==> src/sdm_pkg.sv <==
package sdm_pkg;

	// Field and register widths
	localparam int PIX_W   = 8;
	localparam int POS_W   = 6;
	localparam int DIM_W   = 7;
	localparam int HW_W    = 3;
	localparam int CNT_W   = 5;
	localparam int DISP_W  = 4;
	localparam int OFS_W   = 4;
	localparam int SAD_W   = 16;
	localparam int COORD_W = 12;
	localparam int DEN_W   = SAD_W + 2;
	localparam int REM_W   = SAD_W + 3;
	localparam int DSH_W   = SAD_W + 5;
	localparam int QUO_W   = 4;
	localparam int OUT_W   = 8;
	localparam int IDX_W   = 2;

	// Configuration register indexes
	localparam logic [IDX_W-1:0] REG_IMAGE_WIDTH     = 2'd0;
	localparam logic [IDX_W-1:0] REG_IMAGE_HEIGHT    = 2'd1;
	localparam logic [IDX_W-1:0] REG_HALF_WINDOW     = 2'd2;
	localparam logic [IDX_W-1:0] REG_DISPARITY_COUNT = 2'd3;

	// Operation codes
	localparam logic OP_LOAD  = 1'b0;
	localparam logic OP_MATCH = 1'b1;

	// Commands from controller to datapath
	typedef struct packed {
		logic load;
		logic start;
		logic step;
		logic check;
		logic div;
		logic fix;
		logic emit;
	} cmd_t;

	// Status from datapath to controller
	typedef struct packed {
		logic excluded;
		logic tap_last;
		logic d_last;
		logic refine_ok;
		logic div_last;
		logic out_free;
	} sts_t;

endpackage

==> src/sdm_ctrl.sv <==
module sdm_ctrl (
	input  logic          clk,
	input  logic          arst_n,
	input  logic          in_valid,
	output logic          in_stall,
	input  logic          operation,
	input  sdm_pkg::sts_t sts,
	output sdm_pkg::cmd_t cmd
);
	import sdm_pkg::*;

	typedef enum logic [6:0] {
		S_IDLE   = 7'b0000001,
		S_SEARCH = 7'b0000010,
		S_DRAIN  = 7'b0000100,
		S_CHECK  = 7'b0001000,
		S_DIV    = 7'b0010000,
		S_FIX    = 7'b0100000,
		S_RESULT = 7'b1000000
	} state_t;

	state_t state_q, state_nx;

	assign in_stall = (state_q != S_IDLE);

	// Next state and commands
	always_comb begin
		state_nx = state_q;
		cmd      = '0;
		case (state_q)
			S_IDLE: begin
				if (in_valid) begin
					if (operation == OP_LOAD) begin
						cmd.load = 1'b1;
					end else begin
						cmd.start = 1'b1;
						state_nx  = sts.excluded ? S_RESULT : S_SEARCH;
					end
				end
			end
			S_SEARCH: begin
				cmd.step = 1'b1;
				if (sts.tap_last && sts.d_last) begin
					state_nx = S_DRAIN;
				end
			end
			S_DRAIN: begin
				state_nx = S_CHECK;
			end
			S_CHECK: begin
				cmd.check = 1'b1;
				state_nx  = sts.refine_ok ? S_DIV : S_RESULT;
			end
			S_DIV: begin
				cmd.div = 1'b1;
				if (sts.div_last) begin
					state_nx = S_FIX;
				end
			end
			S_FIX: begin
				cmd.fix  = 1'b1;
				state_nx = S_RESULT;
			end
			S_RESULT: begin
				if (sts.out_free) begin
					cmd.emit = 1'b1;
					state_nx = S_IDLE;
				end
			end
			default: begin
				state_nx = S_IDLE;
			end
		endcase
	end

	always_ff @(posedge clk or negedge arst_n) begin
		if (!arst_n) begin
			state_q <= S_IDLE;
		end else begin
			state_q <= state_nx;
		end
	end

endmodule

==> config.mk <==
export PLATFORM = sky130hd
export DESIGN_NAME = sdm_ctrl
export DESIGN_NICKNAME = d
export VERILOG_FILES = /design/src/sdm_pkg.sv /design/src/sdm_ctrl.sv
export SDC_FILE = /design/constraint.sdc
export NUM_CORES = 1
export LEC_CHECK = 0
export BUFFER_PORTS_ARGS = -buffer_cell sky130_fd_sc_hd__buf_2
export CORE_AREA = 2 2 39 41
export DETAILED_ROUTE_END_ITERATION = 6
export DIE_AREA = 0 0 41 43
export PLACE_DENSITY = 0.68
export SETUP_SLACK_MARGIN = 0.15
export SYNTH_ARGS = -nofsm -noshare
export SYNTH_HDL_FRONTEND = slang
export SYNTH_SLANG_ARGS = --single-unit
==> constraint.sdc <==
create_clock -name clk -period 1.66 [get_ports clk]
set_clock_uncertainty 0.15 [all_clocks]
set_input_delay 0.332 -clock clk [delete_from_list [all_inputs] [get_ports clk]]
set_output_delay 0.332 -clock clk [all_outputs]
set_load 0.05 [all_outputs]
# ---- Word level (Yosys, flattened, before mapping)
# Cells that the tools add are included.
dict set report op_classes {
  n_eq_ne 13
  reduce_logical 2
  n_mux 18
}
# operator n
set op_table {}
lappend op_table {{two-way mux 7 bit} 7}
lappend op_table {{one-hot mux 7 bit (7 select lines)} 1}
lappend op_table {{!= test 2 bit (second input constant)} 5}
lappend op_table {{two-way mux 1 bit} 8}
lappend op_table {{equality test 7 x 1 -> 1 bit (second input constant)} 1}
lappend op_table {{equality test 7 x 2 -> 1 bit (second input constant)} 1}
lappend op_table {{equality test 7 x 3 -> 1 bit (second input constant)} 1}
lappend op_table {{equality test 7 x 4 -> 1 bit (second input constant)} 1}
lappend op_table {{equality test 7 x 5 -> 1 bit (second input constant)} 1}
lappend op_table {{equality test 7 x 6 -> 1 bit (second input constant)} 1}
lappend op_table {{equality test 7 bit (second input constant)} 1}
lappend op_table {{!= test 7 x 1 -> 1 bit (second input constant)} 1}
lappend op_table {{AND reduction 5 bit} 1}
lappend op_table {{two-way mux 2 bit} 2}
lappend op_table {{logical AND 1 bit} 1}
dict set report word_totals {
  register_bits 7
  output_inout_bits 8
}

# ---- Depth between registers and ports, before layout
dict set report logic_depth {
  word_depth 4
  mapped_depth 5
  depth_no_buf 4
}

# ---- Least setup slack after synthesis
# No wires, ideal clock.
dict set report synth_path {
  path_type {flip-flop to output port}
  from {reg state_q[4]}
  to {out cmd[6] (netlist name)}
  t_arrival_ns 2.495
  setup_slack_ns -1.317
  path_stages_with_launch 5
  path_cell_list {dfrtp_1 > buf_6 > nor4_2 > nand3_2 > nor3b_1}
}
# item line
set synth_lines {}
lappend synth_lines {{from (decl)} sdm_ctrl.sv:22} ;# state_t state_q, state_nx;
lappend synth_lines {{from (signal assigned)} sdm_ctrl.sv:80} ;# state_q <= state_nx;
lappend synth_lines {{to (decl)} sdm_ctrl.sv:8} ;# output sdm_pkg::cmd_t cmd

==> summary.txt <==
Power and ir drop
  • Pwr Total: 0.00190 W
  • Clk pwr share: 8.2%
  • Sequential share of power: 13.9%
  • Psw: 0.000812 W
  • Leakage: 0.522 nW
  • Power Density: 1720 mW/mm^2
  • Internal power: 0.00109 W
  • Worst vdd ir: 0.00143 V
  • Comb power frac: 77.9%
  • Switching Share: 42.8%

GRT
  • Total track usage: 23.3%
  • Initial antenna violation count: 0
  • Total gr overflow: 0
  • Grt met3 use: 3.66%
  • Met1 global-route usage: 26.6%
  • GR peak layer: met2
  • GR Layer Usage met2: 39.1%
  • Largest net degree at the start of global routing: 8
  • First-pass GRT wire length: 2.67 mm
  • Vias in the first global route: 624

Clocking
  • CTS buffer count: 3
  • Maximum clock path buffer count: 2
  • Num Clock Sinks: 7
  • Clk_lat worst skew: 0.25 ns
  • H-tree depth: 1
  • CTS tree: done
  • Clock-pin transition on the worst setup and hold timing paths: 0.05 ns
  • Root buf cell: clkbuf_4

Worst setup path
  • Worst path max stage delay: 0.38 ns
  • Worst Path Required: 1.18 ns
  • CP Max Fanout: 4
  • Arrival @ worst endpoint: 1.66 ns
  • Crit. End Element: output pin
  • CP max-delay cell: dfstp_2
  • Startpoint Class: register
  • CP Cell Sequence: or3_4 > or3_4 > nor2_4 > buf_8
  • Crit path buf inv count: 1
  • Kind of critical path: register to output pin
  • Delay-heaviest family, CP: simple AND/OR/NAND/NOR gates
  • Most used cell, CP: or3_4

Cells and area
  • # fillers: 94
  • Max FFs per register: 7
  • Post-Route Utilization: 79.8%
  • Area grow syn2layout: 114%
  • Largest regs: state_q: 7 flops
  • Nets: 123
  • Share of post-route cells with drive strength above 1: 68.8%
  • N_diodes: 0
  • Largest Register: state_q

Logic synthesis
  • Largest area contributor in the netlist: dfrtp_1
  • Synthesized flop and latch total: 7
  • Async set or reset register ratio after synthesis: 100%
  • Syn nets: 66
  • Top post-synthesis cells by count: 7 x inv_1, 6 x dfrtp_1, 5 x nor2_1
  • Number of flops mapped to enable cells by yosys: 0
  • Share of the synthesized area in the top cell type: 29.1%
  • Synth Flop Type: dfrtp_1
  • Synthesized area: 515 sq um
  • Count leader, synth: inv_1
  • Ranking of synthesized cells by area: dfrtp_1 29%, dfstp_2 5.1%, inv_1 5.1%
  • Netlist cell types: 33
  • Syn Inst Count: 56
  • Syn avg cell area: 9.21 sq um
  • Ys Warns: 0
  • Post-synthesis sequential area ratio: 34.2%

STA
  • Tmin final: 2.14 ns
  • Final count of hold timing violations: 0
  • Setup-failing EPs final: 14
  • Hold_ws: 0.133 ns
  • RSZ-0062 raised after global routing: yes
  • Max-slew violations: 0
  • Final period utilization: 129%
  • Final worst setup slack: -0.482 ns
  • F_max: 467 MHz
  • Slew HR: 77.4%
  • Worst slew pin tran: 0.339 ns

Detailed routing
  • Final WL: 1.89 mm
  • Drt drc: 0
  • Drt wl/cell: 14.8 um
  • Vias per inst: 4.87
  • Vias after detailed routing: 623
  • Iter 0 DRT Violations: 9
  • Pre-antenna DRT Iters: 4
  • Routed Antenna Nets: 0

Die
  • Chip Height: 43 um
  • Starting Density: 37.3%
  • Area of the die: 0.00176 sq mm
  • IO Pins: 18
  • Die W: 41 um
  • # rows: 14
  • CORE AREA: 0.00138 sq mm

Status
  • Failing checks: setup timing
  • Status: finished with violations

Placed design
  • Dpl hpwl: 1.09 mm
  • Pre-CTS WS: -0.315 ns
  • Gpl congestion: 0.777
  • I/O Buffers: 17

Flow run
  • # Max-Cap Violations: 0

Worst hold path
  • HP Class: input pin to register
cell families after synthesis:
family / Yosys count / share of synthesized area, %
and+or+nand+nor: 28 / 34.7
AOI/OAI and AO/OA: 12 / 22.1
buffers and inverters: 8 / 7.28
DFF: 7 / 34.2
xor gates and xnor gates: 1 / 1.70
final timing paths:
| kind | slack (ns) | endpoint | cells past startpoint | start |
|---|---|---|---|---|
| worst max register to register | -0.36 | state_q[6]$_DFFE_PN0P_ | 9 | state_q[3]$_DFFE_PN0P_ |
| worst max-delay path | -0.48 | cmd[3] | 4 | state_q[0]$_DFFE_PN1P_ |
| min in group asynchronous | 0.28 | state_q[4]$_DFFE_PN0P_ | 2 | arst_n |
| worst min-delay path | 0.13 | state_q[4]$_DFFE_PN0P_ | 2 | sts[1] |
| max in group asynchronous | 0.85 | state_q[0]$_DFFE_PN1P_ | 2 | arst_n |
| worst min register to register | 0.50 | state_q[3]$_DFFE_PN0P_ | 3 | state_q[6]$_DFFE_PN0P_ |
area by class of cell:
class | count | area [sq um] | area share, %
inverter | 7 | 33.8 | 3.06
sequential | 7 | 176 | 16.0
timing repair buffer | 53 | 457 | 41.3
clock buffer | 4 | 26.3 | 2.38
multi-input combinational | 41 | 392 | 35.4
tap | 16 | 20.0 | 1.81
worst reg2reg max path, cell delays in order (launching register included):
cell and delay [ns]:
dfrtp_1 0.40, buf_6 0.13, nor4_4 0.33, buf_4 0.20, buf_6 0.09, buf_6 0.08
buf_6 0.08, buf_6 0.08, a32o_2 0.26, o22ai_2 0.10
routing by layer:
metal / vias to the layer above / share of wire [%] / wire length, um
met1: 286 / 37 / 710
met5: - / 0 / 0
met2: 19 / 56 / 1060
met4: 0 / 2.9 / 55
met3: 6 / 3.4 / 64
li1: 312 / - / -
through the flow:
stage,TNS (ns),cells,area [sq um]
global placement,-2.18,106,802
floorplan,-2.06,56,573
global route,-6.22,128,1100
finish,-5.30,128,1100
CTS,-4.62,125,1050
detailed placement,-2.32,106,802
layout by cell type (no fill, tap or decap), types with 4 or more instances in the layout:
cell type  count
inv_1          5
nand2b_1       4
dfrtp_1        6
buf_8          5
buf_4         27
buf_6         11
buf_2          9
power by group through the flow:
stage                     Clock (W)  Combinational (W)  Sequential [W]
after floorplan                   0           0.000668        0.000268
after global placement            0            0.00101        0.000259
after detailed placement          0            0.00101        0.000265
after CTS                  0.000157            0.00134        0.000263
after global routing       0.000168            0.00156        0.000269
final                      0.000155            0.00148        0.000265
timing repair:
item	in CTS	in global routing
pin swaps	9	3
endpoints found under the setup margin	14	14
hold buffers	1	0
gates cloned	0	0
gates resized for setup	28	8
setup buffers	14	3
endpoints found under the hold margin	7	0
Note: power is estimated with default switching activity, not from simulation.
